**src/msna_pkg.sv**
```systemverilog
// ----------------------------------------------------------------------------
// msna_pkg
// Shared types, constants and saturation helpers for the morph and strip
// normal accumulator.
// ----------------------------------------------------------------------------
package msna_pkg;

  localparam int MAX_POINTS = 4096;
  localparam int AW         = 12;
  localparam int DW         = 32;
  localparam int SFW        = 21;
  localparam int ONE_Q16    = 65536;

  typedef enum logic [1:0] {
    KIND_LOAD  = 2'd0,
    KIND_STRIP = 2'd1,
    KIND_READ  = 2'd2
  } kind_e;

  // multiplier operand pairs
  typedef enum logic [3:0] {
    MUL_RS, MUL_BX, MUL_BY, MUL_BZ,
    MUL_AYBZ, MUL_AZBY, MUL_AZBX, MUL_AXBZ, MUL_AXBY, MUL_AYBX
  } mul_op_e;

  typedef enum logic [1:0] {
    ADR_ITEM, ADR_OLDER, ADR_NEWER, ADR_CLR
  } addr_sel_e;

  typedef enum logic [1:0] {
    PC_NONE, PC_1, PC_2, PC_3
  } pcap_e;

  typedef enum logic [4:0] {
    ST_CLEAR, ST_IDLE,
    ST_LD_F, ST_LD_FS, ST_LD_MX, ST_LD_MY, ST_LD_MZ, ST_LD_CZ, ST_LD_WR,
    ST_TR_R1, ST_TR_R2, ST_TR_R3, ST_TR_C3, ST_TR_DF,
    ST_TR_M0, ST_TR_M1, ST_TR_M2, ST_TR_M3, ST_TR_M4, ST_TR_M5, ST_TR_MC,
    ST_TR_N, ST_TR_A1, ST_TR_W1, ST_TR_A2, ST_TR_W2, ST_TR_A3, ST_TR_W3,
    ST_RD_A, ST_RD_W
  } ctrl_state_e;

  typedef struct packed {
    logic      item_ld;
    logic      set_older;
    logic      set_newer;
    logic      shift;
    mul_op_e   mul_op;
    logic      f_ld;
    logic      sh_ld;
    logic [2:0] sh_sel;
    addr_sel_e prd_sel;
    logic      pwr_en;
    pcap_e     p_cap;
    logic      diff_ld;
    logic      n_ld;
    logic      neg;
    addr_sel_e nrd_sel;
    logic      nwr_en;
    addr_sel_e nwr_sel;
    logic      nwr_zero;
    logic      clr_step;
    logic      out_ld;
  } cmd_t;

  typedef struct packed {
    logic clr_last;
    logic out_free;
  } sts_t;

  // sign extend a 32-bit value to the working width
  function automatic logic signed [48:0] ext49(input logic [31:0] v);
    ext49 = $signed({{17{v[31]}}, v});
  endfunction

  // clamp a wide value to signed 32 bits
  function automatic logic [31:0] sat32(input logic signed [48:0] v);
    logic [17:0] top;
    top = v[48:31];
    if (top == '0 || top == '1) begin
      sat32 = v[31:0];
    end else if (v[48]) begin
      sat32 = 32'h8000_0000;
    end else begin
      sat32 = 32'h7FFF_FFFF;
    end
  endfunction

endpackage

```
**src/msna_ctrl.sv**
```systemverilog
// ----------------------------------------------------------------------------
// msna_ctrl
// Sequencer: clearing pass, load, strip triangle and read sequences, plus
// the strip phase and triangle parity.
// ----------------------------------------------------------------------------
module msna_ctrl import msna_pkg::*; (
  input  logic       clk_i,
  input  logic       rst_ni,
  input  logic       in_valid_i,
  input  logic [1:0] in_kind_i,
  input  logic       in_last_i,
  output logic       in_ready_o,
  input  sts_t       sts_i,
  output cmd_t       cmd_o
);

  ctrl_state_e state_q, state_d;
  logic [1:0]  phase_q, phase_d;
  logic        parity_q, parity_d;
  logic        neg_q, neg_d;
  logic        accept;
  kind_e       kind;

  assign in_ready_o = (state_q == ST_IDLE);
  assign accept     = in_valid_i && in_ready_o;
  assign kind       = kind_e'(in_kind_i);

  // state and strip bookkeeping
  always_ff @(posedge clk_i or negedge rst_ni) begin
    if (!rst_ni) begin
      state_q  <= ST_CLEAR;
      phase_q  <= 2'd0;
      parity_q <= 1'b0;
      neg_q    <= 1'b0;
    end else begin
      state_q  <= state_d;
      phase_q  <= phase_d;
      parity_q <= parity_d;
      neg_q    <= neg_d;
    end
  end

  // next state
  always_comb begin
    state_d  = state_q;
    phase_d  = phase_q;
    parity_d = parity_q;
    neg_d    = neg_q;
    unique case (state_q)
      ST_CLEAR: if (sts_i.clr_last) state_d = ST_IDLE;
      ST_IDLE: begin
        if (accept) begin
          case (kind)
            KIND_LOAD: state_d = ST_LD_F;
            KIND_READ: state_d = ST_RD_A;
            KIND_STRIP: begin
              if (phase_q == 2'd0) begin
                phase_d = 2'd1;
              end else if (phase_q == 2'd1) begin
                phase_d  = 2'd2;
                parity_d = 1'b0;
              end else begin
                neg_d    = ~parity_q;
                parity_d = ~parity_q;
                state_d  = ST_TR_R1;
              end
              if (in_last_i) begin
                phase_d  = 2'd0;
                parity_d = 1'b0;
              end
            end
            default: state_d = ST_IDLE;
          endcase
        end
      end
      ST_LD_F:  state_d = ST_LD_FS;
      ST_LD_FS: state_d = ST_LD_MX;
      ST_LD_MX: state_d = ST_LD_MY;
      ST_LD_MY: state_d = ST_LD_MZ;
      ST_LD_MZ: state_d = ST_LD_CZ;
      ST_LD_CZ: state_d = ST_LD_WR;
      ST_LD_WR: state_d = ST_IDLE;
      ST_TR_R1: state_d = ST_TR_R2;
      ST_TR_R2: state_d = ST_TR_R3;
      ST_TR_R3: state_d = ST_TR_C3;
      ST_TR_C3: state_d = ST_TR_DF;
      ST_TR_DF: state_d = ST_TR_M0;
      ST_TR_M0: state_d = ST_TR_M1;
      ST_TR_M1: state_d = ST_TR_M2;
      ST_TR_M2: state_d = ST_TR_M3;
      ST_TR_M3: state_d = ST_TR_M4;
      ST_TR_M4: state_d = ST_TR_M5;
      ST_TR_M5: state_d = ST_TR_MC;
      ST_TR_MC: state_d = ST_TR_N;
      ST_TR_N:  state_d = ST_TR_A1;
      ST_TR_A1: state_d = ST_TR_W1;
      ST_TR_W1: state_d = ST_TR_A2;
      ST_TR_A2: state_d = ST_TR_W2;
      ST_TR_W2: state_d = ST_TR_A3;
      ST_TR_A3: state_d = ST_TR_W3;
      ST_TR_W3: state_d = ST_IDLE;
      ST_RD_A:  state_d = ST_RD_W;
      ST_RD_W:  if (sts_i.out_free) state_d = ST_IDLE;
      default:  state_d = ST_IDLE;
    endcase
  end

  // datapath commands
  always_comb begin
    cmd_o          = '0;
    cmd_o.mul_op   = MUL_RS;
    cmd_o.prd_sel  = ADR_ITEM;
    cmd_o.nrd_sel  = ADR_ITEM;
    cmd_o.nwr_sel  = ADR_ITEM;
    cmd_o.p_cap    = PC_NONE;
    cmd_o.neg      = neg_q;
    unique case (state_q)
      ST_CLEAR: begin
        cmd_o.nwr_en   = 1'b1;
        cmd_o.nwr_sel  = ADR_CLR;
        cmd_o.nwr_zero = 1'b1;
        cmd_o.clr_step = 1'b1;
      end
      ST_IDLE: begin
        cmd_o.item_ld   = accept;
        cmd_o.set_older = accept && kind == KIND_STRIP && phase_q == 2'd0;
        cmd_o.set_newer = accept && kind == KIND_STRIP && phase_q == 2'd1;
      end
      ST_LD_F:  cmd_o.mul_op = MUL_RS;
      ST_LD_FS: cmd_o.f_ld   = 1'b1;
      ST_LD_MX: cmd_o.mul_op = MUL_BX;
      ST_LD_MY: begin
        cmd_o.mul_op = MUL_BY;
        cmd_o.sh_ld  = 1'b1;
        cmd_o.sh_sel = 3'd0;
      end
      ST_LD_MZ: begin
        cmd_o.mul_op = MUL_BZ;
        cmd_o.sh_ld  = 1'b1;
        cmd_o.sh_sel = 3'd1;
      end
      ST_LD_CZ: begin
        cmd_o.sh_ld  = 1'b1;
        cmd_o.sh_sel = 3'd2;
      end
      ST_LD_WR: begin
        cmd_o.pwr_en   = 1'b1;
        cmd_o.nwr_en   = 1'b1;
        cmd_o.nwr_zero = 1'b1;
      end
      ST_TR_R1: cmd_o.prd_sel = ADR_OLDER;
      ST_TR_R2: begin
        cmd_o.p_cap   = PC_1;
        cmd_o.prd_sel = ADR_NEWER;
      end
      ST_TR_R3: begin
        cmd_o.p_cap   = PC_2;
        cmd_o.prd_sel = ADR_ITEM;
      end
      ST_TR_C3: cmd_o.p_cap   = PC_3;
      ST_TR_DF: cmd_o.diff_ld = 1'b1;
      ST_TR_M0: cmd_o.mul_op  = MUL_AYBZ;
      ST_TR_M1: begin
        cmd_o.mul_op = MUL_AZBY;
        cmd_o.sh_ld  = 1'b1;
        cmd_o.sh_sel = 3'd0;
      end
      ST_TR_M2: begin
        cmd_o.mul_op = MUL_AZBX;
        cmd_o.sh_ld  = 1'b1;
        cmd_o.sh_sel = 3'd1;
      end
      ST_TR_M3: begin
        cmd_o.mul_op = MUL_AXBZ;
        cmd_o.sh_ld  = 1'b1;
        cmd_o.sh_sel = 3'd2;
      end
      ST_TR_M4: begin
        cmd_o.mul_op = MUL_AXBY;
        cmd_o.sh_ld  = 1'b1;
        cmd_o.sh_sel = 3'd3;
      end
      ST_TR_M5: begin
        cmd_o.mul_op = MUL_AYBX;
        cmd_o.sh_ld  = 1'b1;
        cmd_o.sh_sel = 3'd4;
      end
      ST_TR_MC: begin
        cmd_o.sh_ld  = 1'b1;
        cmd_o.sh_sel = 3'd5;
      end
      ST_TR_N:  cmd_o.n_ld    = 1'b1;
      ST_TR_A1: cmd_o.nrd_sel = ADR_OLDER;
      ST_TR_W1: begin
        cmd_o.nrd_sel = ADR_OLDER;
        cmd_o.nwr_en  = 1'b1;
        cmd_o.nwr_sel = ADR_OLDER;
      end
      ST_TR_A2: cmd_o.nrd_sel = ADR_NEWER;
      ST_TR_W2: begin
        cmd_o.nrd_sel = ADR_NEWER;
        cmd_o.nwr_en  = 1'b1;
        cmd_o.nwr_sel = ADR_NEWER;
      end
      ST_TR_A3: cmd_o.nrd_sel = ADR_ITEM;
      ST_TR_W3: begin
        cmd_o.nwr_en = 1'b1;
        cmd_o.shift  = 1'b1;
      end
      ST_RD_A: cmd_o.nrd_sel = ADR_ITEM;
      ST_RD_W: cmd_o.out_ld  = sts_i.out_free;
      default: cmd_o.nrd_sel = ADR_ITEM;
    endcase
  end

endmodule

```
**config.mk**
```make
export PLATFORM = sky130hd
export DESIGN_NAME = msna_ctrl
export DESIGN_NICKNAME = d
export VERILOG_FILES = /design/src/msna_pkg.sv /design/src/msna_ctrl.sv
export SDC_FILE = /design/constraint.sdc
export NUM_CORES = 1
export LEC_CHECK = 0
export BUFFER_PORTS_ARGS = -buffer_cell sky130_fd_sc_hd__buf_2
export CORE_MARGIN = 2
export CORE_UTILIZATION = 44
export CTS_CLUSTER_DIAMETER = 30
export CTS_CLUSTER_SIZE = 12
export DETAILED_ROUTE_END_ITERATION = 8
export GPL_ROUTABILITY_DRIVEN = 0
export MAX_ROUTING_LAYER = met4
export PLACE_DENSITY = 0.75
export SLEW_MARGIN = 20
export SYNTH_ARGS = -nofsm -noshare
export SYNTH_HDL_FRONTEND = slang
export SYNTH_SLANG_ARGS = --single-unit
export TNS_END_PERCENT = 20
```
**constraint.sdc**
```tcl
create_clock -name clk_i -period 1.6 [get_ports clk_i]
set_input_delay 0.16 -clock clk_i [delete_from_list [all_inputs] [get_ports clk_i]]
set_output_delay 0.16 -clock clk_i [all_outputs]
set_load 0.05 [all_outputs]
```
==> results of run 1 <==
==> critical path, stage by stage (launching register included) <==
cell and delay [ns]:
dfrtp_1 0.42, or3_4 0.40, or3_4 0.36, nor3_4 0.14, buf_6 0.18
==> sequential cells by signal, indices dropped and copies added (netlist names) <==
register	count
neg_q	1
phase_q	2
parity_q	1
state_q	5
==> path summary, 6_finish.rpt <==
kind                       startpoint    endpoint  slack, ns  depth (start not counted)
setup / recovery           state_q[1]   cmd_o[27]      -0.34                          4
hold / removal              in_last_i    parity_q       0.13                          2
hold reg to reg                 neg_q       neg_q       0.59                          2
max in group asynchronous      rst_ni  state_q[0]       1.11                          2
min in group asynchronous      rst_ni  phase_q[0]       0.25                          2
setup reg to reg           state_q[1]       neg_q      -0.34                          7
==> cells in the final DEF, fill, tap and decap left out, types with 3 or more instances in the layout <==
cell type	synthesis	layout
o21ai_2	1	4
nor2_1	17	7
nor3_2	1	6
nand2_1	13	10
dfrtp_1	9	8
buf_8	0	5
buf_6	1	32
ha_1	4	4
buf_4	1	28
nor2_4	0	3
buf_12	0	4
nand2b_1	6	4
nor3_4	0	7
or3_4	1	3
xor2_1	4	3
nor2_2	0	7
nand2_4	0	3
buf_2	1	9
inv_1	6	5
a21oi_1	8	5
o21ai_0	15	9
nand3_1	6	4
a21o_1	3	3
clkbuf_4	0	3
==> per-layer routing <==
layer / wire length (microns) / share of wire [%] / GRT usage (%) / vias to the layer above
li1: - / - / - / 676
met3: 628 / 9.9 / 9.14 / 68
met5: 0 / 0 / - / -
met1: 2200 / 35 / 42.7 / 797
met4: 571 / 9.0 / 32.1 / 0
met2: 2970 / 47 / 67.7 / 178
==> cell families (layout without fill, tap and decap cells) <==
kind of cell	Yosys count	after routing	share of synthesized area, %
adders and majority gates	4	4	4.78
and+or+nand+nor	76	76	37.9
xor gates and xnor gates	5	5	4.19
DFF	9	9	21.5
AOI/OAI and AO/OA	38	38	22.8
buffers and inverters	21	89	8.73
==> final cells by class <==
class,instances,area share (%)
Multi-Input combinational cell,123,49.3
Timing Repair Buffer,79,36.1
Sequential cell,9,10.5
Tap cell,28,1.62
Inverter,6,1.27
Clock buffer,3,1.04
Clock inverter,1,0.231
==> through the flow <==
| stage | util [%] | worst slack [ns] | setup TNS [ns] | power (uW) | hold WS, ns |
|---|---|---|---|---|---|
| finish | 96.9 | -0.344 | -7.03 | 5380 | 0.133 |
| global route | 96.9 | -0.396 | -8.19 | 5520 | 0.151 |
| CTS | 93.0 | -0.270 | -3.25 | 4770 | 0.103 |
| detailed placement | 73.8 | -0.133 | -1.01 | 3760 | 0.0217 |
| global placement | 73.8 | -0.0926 | -0.657 | 3680 | 0.00976 |
| floorplan | - | -0.346 | -2.73 | 3020 | -0.136 |
==> power by group through the flow <==
stage	clock network (uW)	registers [uW]	logic (uW)
final	217	444	4720
after global routing	212	446	4860
after CTS	184	416	4170
after detailed placement	0	411	3350
after global placement	0	406	3280
after floorplan	0	399	2620
==> what timing repair did <==
action | CTS | global route
hold buffers | 1 | 0
endpoints found under the hold margin | 9 | 0
pin swaps | 10 | 3
endpoints found under the setup margin | 37 | 36
gates cloned | 1 | 0
setup buffers | 8 | 1
resized for setup | 99 | 20
==> results.sh, run 1 <==
export IMPL_yosys_warnings=0
export IMPL_dp_cells=234
export IMPL_seqPwrFrac_pct=8.3
export IMPL_finClkSkew_ns=0.0161
export IMPL_synth_top_cell_area_share_pct=21.5
export IMPL_area_growth_pct=107
export IMPL_yosysMostFrequentCell="nor2_1"
export IMPL_syn_area_per_cell_sq_um=6.84
export IMPL_clkPwrFrac_pct=4.0
export IMPL_clock_sinks=9
export IMPL_grt_pass1_vias=1643
export IMPL_post_route_cell_area_sq_mm=0.00216
export IMPL_synth_edf_count=0
export IMPL_p_sw_uw=3110
export IMPL_cellPowerDensity_mw_per_mm2=2490
export IMPL_die_h_microns=52.8
export IMPL_dieArea_sq_mm=0.00278
export IMPL_max_slew_worst_pin_slew_ns=0.359
export IMPL_grt_max_degree=20
export IMPL_cts_path_max_buffers=2
export IMPL_comb_power_share_pct=87.7
export IMPL_synthDistinctLibCells=43
export IMPL_slew_viol_final=0
export IMPL_synth_nets=165
export IMPL_regArea_sq_um=226
export IMPL_hold_viol=0
export IMPL_synth_area_leaders="dfrtp_1 (22%), o21ai_0 (7.2%), nor3_1 (6.7%)"
export IMPL_critPathArrivalTime_ns=1.78
export IMPL_peakVddDrop_uv=2190
export IMPL_grt_usage_pct=41.3
export IMPL_cts_root_buf="clkbuf_4"
export IMPL_end_kind="output pin"
export IMPL_violations="setup timing"
export IMPL_cts_buffers=3
export IMPL_fin_cells=249
export IMPL_start_util_pct=46.8
export IMPL_synth_common_cells="nor2_1 (17), o21ai_0 (15), nor3_1 (14), nand2_1 (13)"
export IMPL_die_width_microns=52.8
export IMPL_grt_pass1_wl_mm=7.98
export IMPL_outcome="finished with violations"
export IMPL_async_reset_ff_share_pct=100
export IMPL_ctsHtreeMaxLevel=1
export IMPL_grt_antenna_before_repair=0
export IMPL_p_leak_uw=0.000951
export IMPL_first_pass_iters=7
export IMPL_yosysSeqAreaShare_pct=21.5
export IMPL_synth_ff_type="dfrtp_1"
export IMPL_fillers=40
export IMPL_grt_overflow=0
export IMPL_coreArea_sq_mm=0.00223
export IMPL_vias=1719
export IMPL_grt_setup_unrepaired="yes"
export IMPL_cts_tree="done"
export IMPL_synth_top_area_cell="dfrtp_1"
export IMPL_routed_wl_mm=6.37
export IMPL_maxSlewHeadroom_pct=75.8
export IMPL_wl_per_cell_microns=25.6
export IMPL_layout_min_cycle_time_ns=1.94
export IMPL_portBuffers=37
export IMPL_synth_seq_cells=9
export IMPL_diodes=0
export IMPL_path_clk_slew_ns=0.10
export IMPL_setup_viol=36
export IMPL_max_cap_viol_count=0
export IMPL_syn_cell_area_sq_mm=0.00105
export IMPL_critPathLaunchType="flop"
export IMPL_drive_above_1_share_pct=62.9
export IMPL_antenna_left=0
export IMPL_place_area_sq_mm=0.00165
export IMPL_internal_power_uw=2270
export IMPL_nets=234
export IMPL_hpwl_mm=2.68
export IMPL_hp_class="input pin to flop"
export IMPL_viasPerCell=6.90
export IMPL_p_sw_share_pct=57.9
export IMPL_crit_fanout=2
export IMPL_setup_slack_ns=-0.344
export IMPL_period_share_pct=122
export IMPL_ios=38
export IMPL_num_rows=17
export IMPL_fmax_mhz=514
export IMPL_insertion_delay_ns=0.29
export IMPL_crit_required_ns=1.44
export IMPL_multi_input_area_sq_mm=0.00107
export IMPL_drc=0
export IMPL_crit_type="flop to output pin"
export IMPL_syn_inst=153
export IMPL_drt_iter0_markers=117
Power figures use the tool's default switching activity.
==> inputs of run 2 (changes only) <==
Settings changed: PLACE_DENSITY 0.75 to default, PLACE_DENSITY_LB_ADDON from default to 0.25.
==> run 2 against run 1 <==
Effect of this change: the flow still finishes with violations (setup timing); sequential share of layout area grew 0.66 points; via count decreased by 13%; routed wire length decreased by 28%; design area down 6.5%; total power decreased by 13%; critical path depth is 1 higher; clock power decreased by 19%; worst hold slack got worse by 0.0034 ns; flip-flop and latch count stayed put; register-to-register slack gained 0.15 ns; critical path type unchanged; highest routed layer unchanged.
==> results.sh, run 2 (synthesized netlist as in run 1, its figures left out) <==
export IMPL_grt_antenna_before_repair=0
export IMPL_period_share_pct=121
export IMPL_fin_cells=241
export IMPL_max_cap_viol_count=0
export IMPL_setup_slack_ns=-0.328
export IMPL_grt_pass1_wl_mm=6.59
export IMPL_violations="setup timing"
export IMPL_max_slew_worst_pin_slew_ns=0.354
export IMPL_slowest_stage="dfrtp_1"
export IMPL_largest_register_ffs=5
export IMPL_insertion_delay_ns=0.27
export IMPL_r2r_setup_slack_ns=-0.19
export IMPL_post_route_cell_area_sq_mm=0.00202
export IMPL_grt_overflow=0
export IMPL_critPathArrivalTime_ns=1.77
export IMPL_maxSlewHeadroom_pct=76.4
export IMPL_portBuffers=37
export IMPL_clock_sinks=9
export IMPL_ctsHtreeMaxLevel=1
export IMPL_hp_class="input pin to flop"
export IMPL_dp_cells=233
export IMPL_die_h_microns=52.8
export IMPL_outcome="finished with violations"
export IMPL_critPathLaunchType="flop"
export IMPL_layout_min_cycle_time_ns=1.93
export IMPL_vias=1488
export IMPL_drt_iter0_markers=70
export IMPL_hold_viol=0
export IMPL_hold_depth=2
export IMPL_r2r_cells=6
export IMPL_antenna_left=0
export IMPL_first_pass_iters=4
export IMPL_path_clk_slew_ns=0.06
export IMPL_drive_above_1_share_pct=57.3
export IMPL_viasPerCell=6.17
export IMPL_cts_buffers=3
export IMPL_die_width_microns=52.8
export IMPL_fmax_mhz=519
export IMPL_grt_setup_unrepaired="yes"
export IMPL_nets=226
export IMPL_grt_max_degree=27
export IMPL_finClkSkew_ns=0.00528
export IMPL_setup_viol=37
export IMPL_crit_fanout=17
export IMPL_end_kind="output pin"
export IMPL_grt_pass1_vias=1474
export IMPL_place_area_sq_mm=0.00167
export IMPL_dieArea_sq_mm=0.00278
export IMPL_area_growth_pct=93.5
export IMPL_slew_viol_final=0
export IMPL_cts_tree="done"
export IMPL_hpwl_mm=2.58
export IMPL_final_core_util_pct=90.6
export IMPL_diodes=0
export IMPL_peakVddDrop_uv=1600
export IMPL_crit_path_cell_trace="buf_6, nor2b_1, nand3_1, a21oi_4, buf_4"
export IMPL_reg2reg_to="neg_q"
export IMPL_slowest_delay_ns=0.38
export IMPL_finalHoldWorstSlack_ns=0.130
export IMPL_ios=38
export IMPL_crit_type="flop to output pin"
export IMPL_p_leak_uw=0.000886
export IMPL_largest_register="state_q"
export IMPL_r2r_start="state_q[4]"
export IMPL_final_common_cell="buf_4"
export IMPL_final_cell_mix="buf_4 (28), buf_6 (27), nand2_1 (12)"
export IMPL_reg_top3="state_q: 5 flops, phase_q: 2 flops"
export IMPL_hold_end="parity_q"
export IMPL_cts_path_max_buffers=2
export IMPL_cts_root_buf="clkbuf_4"
export IMPL_hold_start="in_last_i"
export IMPL_fillers=94
export IMPL_start_util_pct=46.8
export IMPL_coreArea_sq_mm=0.00223
export IMPL_grt_usage_pct=33.6
export IMPL_routed_wl_mm=4.60
export IMPL_num_rows=17
export IMPL_wl_per_cell_microns=19.1
export IMPL_preCtsSetupSlack_ns=-0.132
export IMPL_cellPowerDensity_mw_per_mm2=2330
export IMPL_drc=0
export IMPL_crit_required_ns=1.44
[run 2: repair_timing]
action                                  CTS  global route
pin swaps                                 4             1
hold buffers                              1             0
endpoints found under the hold margin     9             0
endpoints found under the setup margin   36            38
setup buffers                             3             0
gates cloned                              0             0
resized for setup                        73            17
[run 2: area by class of cell]
| class | count | area (sq um) | area share, % |
|---|---|---|---|
| Clock buffer | 4 | 26.3 | 1.30 |
| Inverter | 6 | 27.5 | 1.36 |
| Multi-Input combinational cell | 123 | 1030 | 50.7 |
| Sequential cell | 9 | 225 | 11.1 |
| Tap cell | 28 | 35.0 | 1.73 |
| Timing Repair Buffer | 71 | 684 | 33.8 |
[run 2: metal layers]
| metal | vias up | GRT usage (%) | routed length, microns |
|---|---|---|---|
| met4 | 0 | 21.4 | 206 |
| met5 | - | - | 0 |
| li1 | 665 | - | - |
| met2 | 81 | 59.8 | 2520 |
| met1 | 719 | 35.0 | 1630 |
| met3 | 23 | 3.71 | 247 |
[run 2: worst max-delay path: cells and delay by family (launching register included)]
family | cells | cell delay [ns]
AO/OA/AOI/OAI | 1 | 0.21
buffers and inverters | 2 | 0.41
flip-flops | 1 | 0.38
AND/OR/NAND/NOR | 2 | 0.50
[run 2: worst max-delay path by stage]
stage               start    endpoint  slack [ns]  cells after the start
3_3_place_gp   state_q[4]   cmd_o[27]       -0.11                      4
5_1_grt        state_q[1]   cmd_o[17]       -0.39                      5
6_report       state_q[1]   cmd_o[17]       -0.33                      5
3_5_place_dp   state_q[1]  state_q[2]       -0.13                      5
2_1_floorplan  state_q[1]   cmd_o[27]       -0.35                      5
4_1_cts        state_q[4]   cmd_o[27]       -0.27                      4
[run 2: metrics by stage]
stage	power (uW)	setup TNS (ns)
after floorplan	3020	-2.73
after global placement	3710	-0.348
after detailed placement	3790	-0.914
after CTS	4380	-3.98
after global routing	4920	-7.20
final	4710	-5.56
[run 2: power breakdown]
group | leakage [uW] | internal, uW | switching [uW]
Clock | 0.0000150 | 96.1 | 79.7
Sequential | 0.000111 | 314 | 99.0
Combinational | 0.000760 | 1600 | 2520
